File: src/design/slss_pkg.sv
// Shared types and constants for the slew-limited step sequencer.
`default_nettype none

package slss_pkg;

  localparam int DEF_PHASE_COUNT = 8;
  localparam int DEF_FULL_SCALE  = 1023;

  localparam int LEVEL_W = 10;   // level_value, dac_code, step_size
  localparam int IDX_W   = 3;    // level_index, phase_index
  localparam int CFG_IDX_W = 1;

  localparam logic [LEVEL_W-1:0] STEP_SIZE_RST = LEVEL_W'(1);

  // configuration register indexes
  localparam logic [CFG_IDX_W-1:0] CFG_STEP_SIZE   = CFG_IDX_W'(0);
  localparam logic [CFG_IDX_W-1:0] CFG_MIRROR_MODE = CFG_IDX_W'(1);

  typedef enum logic {
    FUNC_TICK = 1'b0,
    FUNC_LOAD = 1'b1
  } func_t;

  typedef struct packed {
    func_t              func;
    logic [IDX_W-1:0]   level_index;
    logic [LEVEL_W-1:0] level_value;
  } in_item_t;

  typedef struct packed {
    logic [LEVEL_W-1:0] dac_code;
    logic [IDX_W-1:0]   phase_index;
  } out_item_t;

  typedef struct packed {
    logic [LEVEL_W-1:0] step_size;
    logic               mirror_mode;
  } cfg_t;

endpackage

`default_nettype wire

File: src/design/slew_limited_step_sequencer_top.sv
// Top level of the slew-limited step sequencer: handshakes, config and result register.
`default_nettype none

// Step sequencer with slew limiting. A load item writes one entry of the level
// table and gives no result; a tick item gives the current value and phase, then
// ramps the value toward the active phase's level by step_size, snapping to the
// level and advancing the phase when it arrives. Every item is done by the update
// logic in front of the state registers, so one item is taken per clock while
// in_ready is high; a tick result then sits in the output register, and the next
// item is taken in the same cycle that register is emptied. Configuration writes
// are always taken (cfg_ready is tied high) and act on the next item.
module slew_limited_step_sequencer_top
  import slss_pkg::*;
#(
  parameter int PHASE_COUNT = DEF_PHASE_COUNT,
  parameter int FULL_SCALE  = DEF_FULL_SCALE
) (
  input  wire logic                 clk,
  input  wire logic                 rst_n,
  input  wire logic                 in_valid,
  output logic                      in_ready,
  input  wire in_item_t             in_item,
  output logic                      out_valid,
  input  wire logic                 out_ready,
  output out_item_t                 out_item,
  input  wire logic                 cfg_valid,
  output logic                      cfg_ready,
  input  wire logic [CFG_IDX_W-1:0] cfg_index,
  input  wire logic [LEVEL_W-1:0]   cfg_data
);

  cfg_t      cfg_r, cfg_nxt;
  logic      out_valid_r, out_valid_nxt;
  out_item_t out_item_r, out_item_nxt;
  out_item_t core_result;
  logic      accept, tick_en, load_en;

  assign cfg_ready = 1'b1;
  assign in_ready  = !out_valid_r || out_ready;
  assign accept    = in_valid && in_ready;
  assign tick_en   = accept && (in_item.func == FUNC_TICK);
  assign load_en   = accept && (in_item.func == FUNC_LOAD);

  always_comb begin
    cfg_nxt = cfg_r;
    if (cfg_valid) begin
      unique case (cfg_index)
        CFG_STEP_SIZE:   cfg_nxt.step_size   = cfg_data;
        CFG_MIRROR_MODE: cfg_nxt.mirror_mode = cfg_data[0];
        default:         cfg_nxt = cfg_r;
      endcase
    end
  end

  always_comb begin
    out_valid_nxt = out_valid_r;
    out_item_nxt  = out_item_r;
    if (tick_en) begin
      out_valid_nxt = 1'b1;
      out_item_nxt  = core_result;
    end else if (out_ready) begin
      out_valid_nxt = 1'b0;
    end
  end

  always_ff @(posedge clk) begin
    if (!rst_n) begin
      cfg_r.step_size   <= STEP_SIZE_RST;
      cfg_r.mirror_mode <= 1'b0;
      out_valid_r       <= 1'b0;
    end else begin
      cfg_r       <= cfg_nxt;
      out_valid_r <= out_valid_nxt;
    end
  end

  always_ff @(posedge clk) begin
    out_item_r <= out_item_nxt;
  end

  slss_core #(
    .PHASE_COUNT (PHASE_COUNT),
    .FULL_SCALE  (FULL_SCALE)
  ) u_core (
    .clk     (clk),
    .rst_n   (rst_n),
    .load_en (load_en),
    .tick_en (tick_en),
    .item    (in_item),
    .cfg     (cfg_r),
    .result  (core_result)
  );

  assign out_valid = out_valid_r;
  assign out_item  = out_item_r;

endmodule

`default_nettype wire

File: src/design/slss_core.sv
// Sequencer state: level table, current value, phase and ramp update.
`default_nettype none

module slss_core
  import slss_pkg::*;
#(
  parameter int PHASE_COUNT = DEF_PHASE_COUNT,
  parameter int FULL_SCALE  = DEF_FULL_SCALE
) (
  input  wire logic      clk,
  input  wire logic      rst_n,
  input  wire logic      load_en,
  input  wire logic      tick_en,
  input  wire in_item_t  item,
  input  wire cfg_t      cfg,
  output out_item_t      result
);

  localparam int FS_W  = $clog2(FULL_SCALE + 1);
  localparam int CUR_W = (FS_W > LEVEL_W) ? FS_W : LEVEL_W;
  localparam int PH_W  = $clog2(PHASE_COUNT);
  localparam int IXC_W = ((PH_W > IDX_W) ? PH_W : IDX_W) + 1;

  localparam logic [PH_W-1:0]  LAST_PH  = PH_W'(PHASE_COUNT - 1);
  localparam logic [PH_W-1:0]  TURN_PH  = PH_W'(PHASE_COUNT - 2);
  localparam logic [PH_W-1:0]  FIRST_PH = PH_W'(0);
  localparam logic [PH_W-1:0]  ONE_PH   = PH_W'(1);
  localparam logic [CUR_W:0]   FS_EXT   = (CUR_W + 1)'(FULL_SCALE);
  localparam logic [IXC_W-1:0] PC_EXT   = IXC_W'(PHASE_COUNT);

  logic [LEVEL_W-1:0] levels_r [PHASE_COUNT];
  logic [LEVEL_W-1:0] active_level_r, active_level_nxt;
  logic [CUR_W-1:0]   cur_r, cur_nxt;
  logic [PH_W-1:0]    phase_r, phase_nxt;
  logic               ramp_down_r, ramp_down_nxt;
  logic               backward_r, backward_nxt;

  logic [IXC_W-1:0]   load_idx_ext;
  logic [PH_W-1:0]    load_idx;
  logic               load_ok;
  logic [IXC_W-1:0]   phase_ext;
  logic [CUR_W:0]     cur_ext, step_ext, lvl_ext, sum, diff;
  logic [PH_W-1:0]    adv_phase;
  logic               adv_backward;
  logic [LEVEL_W-1:0] adv_level;
  logic               move;

  assign load_idx_ext = IXC_W'(item.level_index);
  assign load_idx     = load_idx_ext[PH_W-1:0];
  assign load_ok      = load_idx_ext < PC_EXT;

  assign cur_ext  = (CUR_W + 1)'(cur_r);
  assign step_ext = (CUR_W + 1)'(cfg.step_size);
  assign lvl_ext  = (CUR_W + 1)'(active_level_r);
  assign sum      = cur_ext + step_ext;
  assign diff     = cur_ext - step_ext;

  // phase advance: wrap, or ping-pong when mirrored
  always_comb begin
    adv_backward = backward_r;
    if (cfg.mirror_mode) begin
      if (backward_r) begin
        if (phase_r == FIRST_PH) begin
          adv_phase    = ONE_PH;
          adv_backward = 1'b0;
        end else begin
          adv_phase = phase_r - ONE_PH;
        end
      end else if (phase_r >= LAST_PH) begin
        adv_phase    = TURN_PH;
        adv_backward = 1'b1;
      end else begin
        adv_phase = phase_r + ONE_PH;
      end
    end else if (phase_r >= LAST_PH) begin
      adv_phase = FIRST_PH;
    end else begin
      adv_phase = phase_r + ONE_PH;
    end
  end

  assign adv_level = levels_r[adv_phase];

  always_comb begin
    if (ramp_down_r) begin
      move = (cur_ext > lvl_ext) && (cur_ext >= step_ext);
    end else begin
      move = (cur_ext < lvl_ext) && (sum < FS_EXT);
    end
  end

  always_comb begin
    cur_nxt          = cur_r;
    phase_nxt        = phase_r;
    ramp_down_nxt    = ramp_down_r;
    backward_nxt     = backward_r;
    active_level_nxt = active_level_r;
    if (tick_en) begin
      if (move) begin
        cur_nxt = ramp_down_r ? diff[CUR_W-1:0] : sum[CUR_W-1:0];
      end else begin
        // snap to the level and move on to the next phase
        cur_nxt          = CUR_W'(active_level_r);
        phase_nxt        = adv_phase;
        backward_nxt     = adv_backward;
        active_level_nxt = adv_level;
        ramp_down_nxt    = active_level_r > adv_level;
      end
    end else if (load_en && load_ok && (load_idx == phase_r)) begin
      active_level_nxt = item.level_value;
    end
  end

  always_ff @(posedge clk) begin
    if (!rst_n) begin
      for (int i = 0; i < PHASE_COUNT; i++) begin
        levels_r[i] <= '0;
      end
      active_level_r <= '0;
      cur_r          <= '0;
      phase_r        <= '0;
      ramp_down_r    <= 1'b0;
      backward_r     <= 1'b0;
    end else begin
      if (load_en && load_ok) begin
        levels_r[load_idx] <= item.level_value;
      end
      active_level_r <= active_level_nxt;
      cur_r          <= cur_nxt;
      phase_r        <= phase_nxt;
      ramp_down_r    <= ramp_down_nxt;
      backward_r     <= backward_nxt;
    end
  end

  assign phase_ext          = IXC_W'(phase_r);
  assign result.dac_code    = cur_r[LEVEL_W-1:0];
  assign result.phase_index = phase_ext[IDX_W-1:0];

endmodule

`default_nettype wire

File: config.mk
export PLATFORM = sky130hd
export DESIGN_NAME = slew_limited_step_sequencer_top
export DESIGN_NICKNAME = d
export VERILOG_FILES = /design/src/design/slss_pkg.sv /design/src/design/slew_limited_step_sequencer_top.sv /design/src/design/slss_core.sv
export SDC_FILE = /design/constraint.sdc
export NUM_CORES = 1
export LEC_CHECK = 0
export ABC_AREA = 0
export BUFFER_PORTS_ARGS = -buffer_cell sky130_fd_sc_hd__buf_2
export CAP_MARGIN = 40
export CORE_AREA = 2 2 119 121
export CTS_CLUSTER_DIAMETER = 200
export DETAILED_ROUTE_END_ITERATION = 12
export DIE_AREA = 0 0 121 123
export PLACE_DENSITY = 0.74
export SLEW_MARGIN = 20
export SYNTH_ARGS = -nofsm -noshare
export SYNTH_HDL_FRONTEND = slang
export SYNTH_SLANG_ARGS = --single-unit
File: constraint.sdc
create_clock -name clk -period 5 [get_ports clk]
set_clock_uncertainty 0.1 [all_clocks]
set_input_delay 1 -clock clk [delete_from_list [all_inputs] [get_ports clk]]
set_output_delay 1 -clock clk [all_outputs]
set_load 0.05 [all_outputs]
# After elaboration in Yosys (flattened, before gate mapping)
# Memory sizes are Yosys's and may differ from the RTL's.
# Cells that the tools add are included.
# W data, S select, Z words.
[word_totals]
out_inout_bits = 16
word_cells = 68
input_bits = 30
mem_count = 1
ramBits = 80
register_bits = 50
[mem_list]
columns = ["memory", "depth", "width", "rd", "rd_ports_with_merged_regs", "write_ports", "line", "rtl"]
rows = [
  ["u_core.levels_r", 8, 10, 1, 0, 8, "slss_core.sv:31", "logic [LEVEL_W-1:0] levels_r [PHASE_COUNT];"],
]
[op_classes]
n_eq_ne = 2
reduce_logical = 18
addsub = 4
order_cmp = 7
bitwise = 3
mux = 23
[ops]
columns = ["operator", "n"]
rows = [
  ["$mux W10", 6],
  ["$gt A10 B10 Y1", 2],
  ["$mux W3", 6],
  ["$add A10 B10 Y11", 1],
  ["$lt A11 B10 Y1 const B", 1],
  ["$mux W1", 11],
  ["$ge A10 B10 Y1", 1],
  ["$lt A10 B10 Y1", 1],
  ["$reduce_or A10 Y1", 1],
  ["$sub A10 B10 Y10", 1],
  ["$reduce_and A2 Y1", 4],
  ["$logic_and A1 B1 Y1", 7],
  ["$lt A3 B4 Y1 const B", 1],
  ["$reduce_bool A2 Y1", 2],
  ["$add A3 B1 Y3 const B", 1],
  ["$eq A3 B3 Y1", 1],
  ["$ge A3 B3 Y1 const B", 1],
  ["$logic_not A3 Y1", 1],
  ["$not A1 Y1", 3],
  ["$reduce_and A3 Y1", 1],
  ["$sub A3 B1 Y3 const B", 1],
  ["$ne A2 B2 Y1 const B", 1],
  ["$logic_not A1 Y1", 1],
  ["$logic_or A1 B1 Y1", 1],
]

# Depth between registers and ports, before layout
# Gate-level depths: netlist (run 1).
[logic_depth]
word_depth = 10
mapped_depth = 16
mapped_depth_nobuf = 15

# Cells and area by module
# From an unflattened synthesis (run 1), not the netlist that was laid out.
[unflattened]
cells_unflattened = 745
hier_area_um2 = 7717.4
[by_module_without_submodules]
columns = ["mod", "seq_area_each_um2", "cells_each", "area_each_um2", "instances"]
rows = [
  ["slss_core", 2902.8, 675, 6799.0, 1],
  ["slew_limited_step_sequencer_top", 630.6, 70, 918.4, 1],
]

# Worst setup path before layout (run 1)
# Ideal clock, no wire load.
[synth_timing]
path_type = "flip-flop to flip-flop"
from = "register u_core.phase_r[0]"
to = "register u_core.ramp_down_r"
arrival_time_ns = 3.345
path_buffers = 1
required_time_ns = 4.768
setup_time_ns = 0.132
synth_period_minus_slack_ns = 3.576
path_stages_with_launch = 16
slack_ns = 1.424
cell_sequence = "dfxtp_1 ha_1 ha_1 a31o_2 o21ai_0 a32oi_1 clkbuf_1 mux4_2 mux2i_1 ha_1 a21o_1 a21o_1 a21oi_1 o21ai_0 o311ai_0 mux2i_1"
[synth_via]
elab_chain_cells = 6
elab_cells_between_ends = 11
classes_between = "2 x add/sub; 2 x order compare; 5 x mux; 1 x reduce/logical; 1 x memory"
[synth_lines]
columns = ["item", "line", "rtl"]
rows = [
  ["from (decl)", "slss_core.sv:34", "logic [PH_W-1:0] phase_r, phase_nxt;"],
  ["from (signal assigned)", "slss_core.sv:130", "phase_r <= phase_nxt;"],
  ["$add A3 B1 Y3 (tied with other cells)", "slss_core.sv:73, slss_core.sv:78", ""],
  ["$mux W3, on equally long branches", "slss_core.sv:69, slss_core.sv:63", ""],
  ["$mux W3", "slss_core.sv:62", "if (backward_r) begin"],
  ["$mux W3 (*)", "slss_core.sv:61", "if (cfg.mirror_mode) begin"],
  ["$mem_v2 Z8 W10 (*)", "n/a", ""],
  ["$gt A10 B10 Y1 (*)", "slss_core.sv:107", "ramp_down_nxt = active_level_r > adv_level;"],
  ["to (signal assigned)", "slss_core.sv:131", "ramp_down_r <= ramp_down_nxt;"],
  ["to (decl)", "slss_core.sv:35", "logic ramp_down_r, ramp_down_nxt;"],
]
# Every way passes the cells marked *; elsewhere a longest branch is shown, timed or not.
# A chain may end at the register's enable or synchronous reset.

# Worst setup path in the final report (run 1)
# Ends and elaborated chain as after synthesis.

==> out/metrics.cfg, run 1 <==
[setup_path]
reg2reg_from = u_core.phase_r[0]
end_kind = register
cp-start-kind = register
cp-startpoint = u_core.phase_r[0]
critPathMaxFanout = 21
crit_type = reg -> reg
worstPathArrival_ns = 4.15
crit_required_ns = 5.20

[placement]
dpl.hpwl_mm = 12.2
place_congestion = 0.886
placed_cell_area_mm2 = 0.00775
dp.cells = 862
numPortBuffers = 44
pre_cts_ws_ns = 1.11

[synthesis]
yosysSeqAreaShare = 0.484
netlist_area_mm2 = 0.00730
yosysTopAreaCell = edfxtp_1
synth-compound-area-share = 0.111
synthArstFlopShare = 0
synth_area_leaders = edfxtp_1 38%, dfxtp_1 10%, ha_1 7.5%, and2_1 6.9%, mux4_2 6.2%
synth-xor-area-share = 0.0180
synth_enable_flop_cells = 93
synth.distinct_cells = 60
ys_seq_elements = 130
synthAdderAreaFrac = 0.0809
synth_top_family_by_area = simple AND/OR/NAND/NOR gates
synth_nets = 728
synth_flop_cell = edfxtp_1
synth_top_cell_area_share = 0.382
yosys-mux-area-fraction = 0.0963
yosys.area_share.simple = 0.169
postSynthCellCount = 652
yosysWarnings = 0
synth_area_per_cell_um2 = 11.2

[global_routing]
track_usage = 0.237
grt-ovfl-total = 0
antenna_found_initial = 0
first_global_vias = 5223
grt_max_degree = 43
grt_pass1_wl_mm = 26.7

[timing]
fin_tns_setup_ns = 0
finalHoldWorstSlack_ns = 0.381
rsz0062_at_grt = false
max_freq_mhz = 253
fin_crit_sh = 0.789
hold_viol_final = 0
fin_ws_ns = 1.05
maxSlewHeadroom = 0.497
tightest_slew_ns = 0.752
min_period_ns = 3.95
setup_viol = 0
final_max_slew_viol_count = 0

[clock_network]
cts-hold-fix-buffers = 0
clock_sinks = 130
cts_setup_buffers = 0
ctsResizeCount = 0
htree_num_levels = 4
clockBufferDepth = 2
cts_made_buffers = 17
clkSlewWorstSetupHoldPaths_ns = 0.06
cts_tree = done
clk_latency_ns = 0.43
root_buffer = clkbuf_16

[pwr]
p_per_area_mw_per_mm2 = 411
power_mw = 3.43
power_leakage_nw = 3.25
vdd_drop_max_mv = 0.231

[layout]
fillers = 1031
area_growth_pct = 14.3
final-seq-area_mm2 = 0.00353
multi_input_area_mm2 = 0.00349
antenna_cells = 0
drive_above_1_share = 0.176
post-route-util = 0.613
final_area_mm2 = 0.00835
stdcell_count = 894
mostFrequentLayoutCell = edfxtp_1
finalNetCount = 777
final_cell_mix = 93 x edfxtp_1, 81 x and2_1, 56 x nand2_1

[flow_run]
drv_cap = 0

[floorplan]
ios = 46
die_h_um = 123
initial_core_util = 0.537
die_area_mm2 = 0.0149
design.core.area_mm2 = 0.0136
die_w_um = 121
num_rows = 43

[detailed_routing]
drc_errors = 0
wl_per_cell_um = 18.7
vias_per_cell = 5.92
drtPass1Iterations = 5
ant_nets = 0
finalWirelength_mm = 16.8
drt_iter0_markers = 418
vias = 5291

[hold_path]
hp-start = cfg_r[8]
hold_class = reg -> reg

[status]
outcome = completed

==> cell usage after synthesis (5+ instances only) <==
cell / instances
or3_1: 11
nand3_1: 14
and2_1: 81
nand2_1: 56
buf_2: 6
a21o_1: 9
o21ai_0: 22
mux4_2: 20
nor3_1: 8
inv_1: 37
nand2b_1: 9
ha_1: 44
a31oi_1: 7
mux2i_1: 23
clkbuf_1: 20
dfxtp_1: 37
a21oi_1: 34
edfxtp_1: 93
o211ai_1: 11
xnor2_1: 14
o311ai_1: 7
nand4_1: 5
nor2_1: 16
nor2b_1: 5
==> layout make-up <==
class	instances	share of cell area
Clock buffer	18	0.0514
Timing Repair Buffer	62	0.0427
Clock inverter	14	0.0204
Tap cell	180	0.0270
Sequential cell	130	0.423
Multi-Input combinational cell	452	0.418
Inverter	38	0.0171
==> final timing paths <==
path	endpoint	slack (ns)	depth (start not counted)
setup reg to reg	u_core.ramp_down_r	1.05	15
hold / removal	cfg_r[8]	0.38	2
hold reg to reg	cfg_r[8]	0.38	2
setup / recovery	u_core.ramp_down_r	1.05	15
==> kinds of logic (layout without fill, tap and decap cells) <==
family,after synthesis,after routing
and+or+nand+nor,224,224
other,1,1
buffers and inverters,70,132
AOI/OAI and AO/OA,121,121
muxes,45,45
adders and majority gates,46,46
xor gates and xnor gates,15,15
DFF,130,130
==> state kept, by name, indices dropped and copies added, names as in the netlist <==
| register | flops |
|---|---|
| u_core.levels_r | 80 |
| out_item | 13 |
| cfg_r | 11 |
| u_core.active_level_r | 10 |
| u_core.cur_r | 10 |
| u_core.phase_r | 3 |
| out_valid | 1 |
| u_core.backward_r | 1 |
| u_core.ramp_down_r | 1 |
==> report_power, final <==
part | switching [mW] | internal, mW
clock | 0.505 | 0.750
sequential | 0.0562 | 1.23
combinational | 0.524 | 0.365
==> critical path: stages, from the launching register on <==
cell and delay (ns):
dfxtp_1 0.48, ha_1 0.24, ha_1 0.19, a31o_2 0.15
o21ai_0 0.11, a32oi_2 0.18, buf_4 0.38, mux4_2 0.56
mux2i_1 0.21, ha_1 0.29, a21o_1 0.18, a21o_1 0.17
a211oi_1 0.24, o21ai_0 0.11, o311ai_0 0.12, mux2i_1 0.12
==> per-layer routing <==
| layer | vias up | track usage | part of all wire |
|---|---|---|---|
| met5 | - | 0 | 0 |
| met4 | 0 | 0.102 | 0.027 |
| met3 | 35 | 0.0503 | 0.055 |
| met2 | 179 | 0.405 | 0.50 |
| met1 | 2594 | 0.293 | 0.42 |
| li1 | 2483 | - | - |
Power figures use the tool's default switching activity.
==> run 2, diff against run 1 <==
- clock period: 5 -> 3.7 ns (I/O delays scaled with it)
==> out/metrics.cfg, run 2 (synthesized netlist as in run 1, its figures left out) <==
[clock_network]
clock_sinks = 130  ; unchanged
root_buffer = clkbuf_16
cts_made_buffers = 17  ; unchanged
clkSlewWorstSetupHoldPaths_ns = 0.06  ; about the same
cts_tree = done
clockBufferDepth = 2  ; unchanged
htree_num_levels = 4  ; unchanged
clk_latency_ns = 0.42  ; about the same

[setup_path]
reg2reg_from = u_core.phase_r[1]
end_kind = register
crit_type = reg -> reg
slowest_delay_ns = 0.44  ; -0.12 ns
r2r-end = u_core.ramp_down_r
crit_required_ns = 3.90  ; -1.30 ns
worstPathArrival_ns = 3.77  ; -0.38 ns
r2r_setup_slack_ns = 0.12  ; -0.93 ns
worstPathCellList = ha_2 > ha_1 > a31o_2 > o21ai_2 > a32oi_2 > buf_4 > buf_12 > mux4_2 > mux2i_2 > ha_1 > a21o_1 > a21o_1 > a211oi_1 > o21ai_0 > o311ai_0 > mux2i_1
cp-start-kind = register
cp_slowest_cell = mux4_2
rr_worst_depth = 16  ; +1
cp-startpoint = u_core.phase_r[1]
critPathMaxFanout = 6  ; -71%

[placement]
numPortBuffers = 44  ; unchanged
dp.cells = 863  ; +0.12%
place_congestion = 0.927  ; +4.7%
dpl.hpwl_mm = 12.5  ; +2.4%
pre_cts_ws_ns = 0.0223  ; -1.09 ns

[timing]
maxSlewHeadroom = 0.424  ; -0.0737
setup_viol = 0  ; unchanged
min_period_ns = 3.58  ; -0.371 ns
tightest_slew_ns = 0.861  ; +0.109 ns
fin_tns_setup_ns = 0  ; unchanged
finalHoldWorstSlack_ns = 0.379  ; -0.00269 ns
max_freq_mhz = 280  ; +10%
fin_crit_sh = 0.966  ; +0.177
final_max_slew_viol_count = 0  ; unchanged
hold_viol_final = 0  ; unchanged
fin_ws_ns = 0.124  ; -0.929 ns

[status]
outcome = completed

[global_routing]
grt_pass1_wl_mm = 28.0  ; +4.8%
first_global_vias = 5360  ; +2.6%
grt_max_degree = 38  ; -12%
antenna_found_initial = 0  ; unchanged
track_usage = 0.251  ; +0.0138
grt-ovfl-total = 0  ; unchanged

[detailed_routing]
vias = 5372  ; +1.5%
drtPass1Iterations = 5  ; unchanged
finalWirelength_mm = 17.7  ; +5.5%
wl_per_cell_um = 19.6  ; +4.6%
ant_nets = 0  ; unchanged
drc_errors = 0  ; unchanged
drt_iter0_markers = 517  ; +24%
vias_per_cell = 5.96  ; +0.63%

[pwr]
vdd_drop_max_mv = 0.367  ; +59%
power_leakage_nw = 3.31  ; +2.0%
p_per_area_mw_per_mm2 = 557  ; +35%
power_mw = 4.73  ; +38%

[layout]
finalNetCount = 785  ; +1.0%
antenna_cells = 0  ; unchanged
stdcell_count = 902  ; +0.89%
largest_reg_flops = 80  ; unchanged
drive_above_1_share = 0.194  ; +0.0174
area_growth_pct = 16.1
largest_register = u_core.levels_r
mostFrequentLayoutCell = edfxtp_1
fillers = 1066  ; +3.4%
final_cell_mix = 93 x edfxtp_1, 81 x and2_1, 56 x nand2_1

[floorplan]
die_area_mm2 = 0.0149  ; unchanged
die_h_um = 123  ; unchanged
initial_core_util = 0.537  ; unchanged
num_rows = 43  ; unchanged
design.core.area_mm2 = 0.0136  ; unchanged
ios = 46  ; unchanged
die_w_um = 121  ; unchanged

[hold_path]
whs_path_depth = 2  ; unchanged
hold_class = reg -> reg
min_to = cfg_r[5]
hp-start = cfg_r[5]

[flow_run]
drv_cap = 0  ; unchanged

==> run 2: changes by cell type in the layout (fill, tap and decap cells not counted), sizes merged <==
cell	change
clkbuf	+1
clkinv	+2
inv	-2
bufbuf	+1
buf	+6
==> run 2: metal layers <==
layer / vias up / track usage / wire [um]
li1: 2506 / - / -
met1: 2643 / 0.301 / 7150
met2: 179 / 0.435 / 9000
met3: 44 / 0.0503 / 977
met4: 0 / 0.118 / 556
met5: - / 0 / 0
==> run 2: where the power goes <==
part	switching [mW]	total (mW)	leakage (nW)	internal, mW
logic	0.749	1.33	1.84	0.581
registers	0.0685	1.74	1.19	1.67
clock network	0.662	1.66	0.279	0.999
total	1.48	4.73	3.31	3.25
==> run 2: final cells by class <==
class                           count  area, um^2  share of cell area
Tap cell                          180         225              0.0266
Clock buffer                       18         429              0.0506
Inverter                           38         143              0.0168
Sequential cell                   130        3540               0.417
Multi-Input combinational cell    452        3510               0.414
Timing Repair Buffer               70         483              0.0570
Clock inverter                     14         154              0.0182
==> run 2: repair_timing <==
action,4_1_cts,5_1_grt
buffers inserted,0,5
pin swaps,1,1
gates cloned,1,1
setup endpoints to repair,1,1
resized for setup,1,9
hold buffers,0,0
==> run 2: how the worst max path moves through the flow <==
stage,endpoint,slack (ns)
3_5_place_dp,u_core.ramp_down_r,0.02
4_1_cts,u_core.ramp_down_r,0.006
2_1_floorplan,u_core.ramp_down_r,0.12
6_report,u_core.ramp_down_r,0.12
3_3_place_gp,u_core.ramp_down_r,0.20
5_1_grt,u_core.ramp_down_r,-0.06
==> run 2: worst max-delay path, delay by kind of cell, from the launching register on <==
| family | cells | cell delay (ns) |
|---|---|---|
| AOI/OAI and AO/OA | 8 | 1.27 |
| buffers and inverters | 2 | 0.31 |
| adders and majority gates | 3 | 0.67 |
| DFF | 1 | 0.36 |
| muxes | 3 | 0.75 |
==> run 2: stage by stage <==
step / instance area (um^2) / utilization
2_1_floorplan: 7300 / -
3_3_place_gp: 7780 / 0.571
3_5_place_dp: 7780 / 0.571
4_1_cts: 8390 / 0.617
5_1_grt: 8480 / 0.623
6_report: 8480 / 0.623
==> run 3, diff against run 2 <==
- CORE_AREA: 2 2 119 121 -> 2 2 162 164
- DIE_AREA: 0 0 121 123 -> 0 0 164 166
- PLACE_DENSITY: 0.74 -> 0.46
==> out/metrics.cfg, run 3 (synthesized netlist as in run 1, its figures left out) <==
[setup_path]
crit_type = reg -> reg
critPathMaxFanout = 11  ; +5
worstPathArrival_ns = 3.70  ; -0.07 ns
cp-start-kind = register
end_kind = register
crit_required_ns = 3.90  ; about the same

[placement]
place_congestion = 0.792  ; -15%
dpl.hpwl_mm = 14.4  ; +15%
placed_cell_area_mm2 = 0.00809  ; +4.1%
numPortBuffers = 44  ; unchanged

[global_routing]
grt_max_degree = 44  ; +16%
track_usage = 0.151  ; -0.100
first_global_vias = 5317  ; -0.80%
grt-ovfl-total = 0  ; unchanged
antenna_found_initial = 1  ; +1
grt_pass1_wl_mm = 31.1  ; +11%

[detailed_routing]
drt_iter0_markers = 312  ; -40%
wl_per_cell_um = 18.7  ; -4.6%
vias_per_cell = 4.89  ; -18%
drtPass1Iterations = 4  ; -1
finalWirelength_mm = 19.9  ; +13%
drc_errors = 0  ; unchanged
ant_nets = 0  ; unchanged
vias = 5213  ; -3.0%

[layout]
multi_input_area_mm2 = 0.00350  ; about the same
drive_above_1_share = 0.206  ; +0.0124
mostFrequentLayoutCell = edfxtp_1
largest_register = u_core.levels_r
final_cell_mix = 93 x edfxtp_1, 81 x and2_1, 56 x nand2_1
area_growth_pct = 19.5
final_area_mm2 = 0.00873  ; +3.0%
finalNetCount = 795  ; +1.3%
antenna_cells = 0  ; unchanged
final-seq-area_mm2 = 0.00354  ; about the same
fillers = 2576  ; +140%
post-route-util = 0.341  ; -0.282
largest_reg_flops = 80  ; unchanged

[pwr]
p_per_area_mw_per_mm2 = 542  ; -2.7%
power_leakage_nw = 3.36  ; +1.5%
vdd_drop_max_mv = 0.303  ; -18%

[timing]
fin_crit_sh = 0.948  ; -0.0187
rsz0062_at_grt = false
hold_viol_final = 0  ; unchanged
max_freq_mhz = 285  ; +2.0%
maxSlewHeadroom = 0.479  ; +0.0554
min_period_ns = 3.51  ; -0.0691 ns
finalHoldWorstSlack_ns = 0.388  ; +0.00896 ns
final_max_slew_viol_count = 0  ; unchanged
tightest_slew_ns = 0.781  ; -0.0799 ns
setup_viol = 0  ; unchanged

[clock_network]
htree_num_levels = 4  ; unchanged
clock_sinks = 130  ; unchanged
cts-hold-fix-buffers = 0  ; unchanged
clk_latency_ns = 0.42  ; about the same
clockBufferDepth = 2  ; unchanged
clkSlewWorstSetupHoldPaths_ns = 0.07  ; about the same
root_buffer = clkbuf_16
cts_tree = done
cts_made_buffers = 17  ; unchanged

[flow_run]
drv_cap = 0  ; unchanged

[floorplan]
die_w_um = 164  ; +36%
die_area_mm2 = 0.0272  ; +83%
num_rows = 59  ; +37%
design.core.area_mm2 = 0.0256  ; +88%
initial_core_util = 0.285  ; -0.251
ios = 46  ; unchanged
die_h_um = 166  ; +35%

[status]
outcome = completed

[hold_path]
hold_class = reg -> reg

==> run 3: cell count changes in the layout (fill, tap and decap cells not counted), moves of 2 or more <==
cell,delta
inv_8,+5
inv_6,+2
clkinv_4,-4
buf_4,+10
buf_12,+2
==> run 3: metal layers <==
layer  vias up  track usage  part of all wire
li1       2523            -                 -
met1      2553        0.201              0.46
met2       117        0.252              0.50
met3        18       0.0297             0.036
met4         2       0.0351             0.011
met5         -            0           0.00065
==> run 3: worst paths after layout <==
path | cells after the start | endpoint | from | slack, ns
setup / recovery | 16 | u_core.ramp_down_r | u_core.phase_r[0] | 0.19
hold / removal | 2 | cfg_r[9] | cfg_r[9] | 0.39
setup reg to reg | 16 | u_core.ramp_down_r | u_core.phase_r[0] | 0.19
hold reg to reg | 2 | cfg_r[9] | cfg_r[9] | 0.39
==> run 3: power by group <==
part	total, mW	switching (mW)	internal [mW]
clock network	1.70	0.741	0.960
logic	1.30	0.741	0.557
registers	1.74	0.0693	1.67
total	4.73	1.55	3.18
==> run 3: timing repair <==
action / CTS / global route
buffers inserted: 2 / 0
gates cloned: 0 / 0
gates resized for setup: 0 / 7
pin swaps: 1 / 0
endpoints found under the hold margin: 0 / 0
endpoints found under the setup margin: 1 / 3
==> run 3: layout make-up <==
cell class                      instances  share of cell area
Timing Repair Buffer                   80              0.0619
Inverter                               38              0.0163
Multi-Input combinational cell        452               0.401
Sequential cell                       130               0.405
Clock buffer                           17              0.0487
Tap cell                              335              0.0480
Clock inverter                         15              0.0185
==> run 3: through the flow <==
stage	TNS (ns)	total power, mW	instances	setup WS (ns)
3_3_place_gp	-0.0116	3.03	1031	-0.0116
2_1_floorplan	0	2.66	652	0.124
6_report	0	4.73	1067	0.193
5_1_grt	0	4.98	1067	0.000172
4_1_cts	0	4.77	1065	0.0931
3_5_place_dp	-0.120	3.05	1031	-0.120
==> run 3: worst max-delay path: stages (launching register included) <==
cell and delay [ns]:
dfxtp_2 0.34, ha_1 0.21, ha_1 0.20, a31o_2 0.23
buf_4 0.13, mux2_2 0.21, a21oi_1 0.03, a31oi_1 0.25
buf_12 0.20, mux2i_2 0.28, ha_1 0.30, a21o_1 0.18
a21o_1 0.17, a211oi_1 0.22, o21ai_0 0.09, o311ai_0 0.10
mux2i_1 0.11
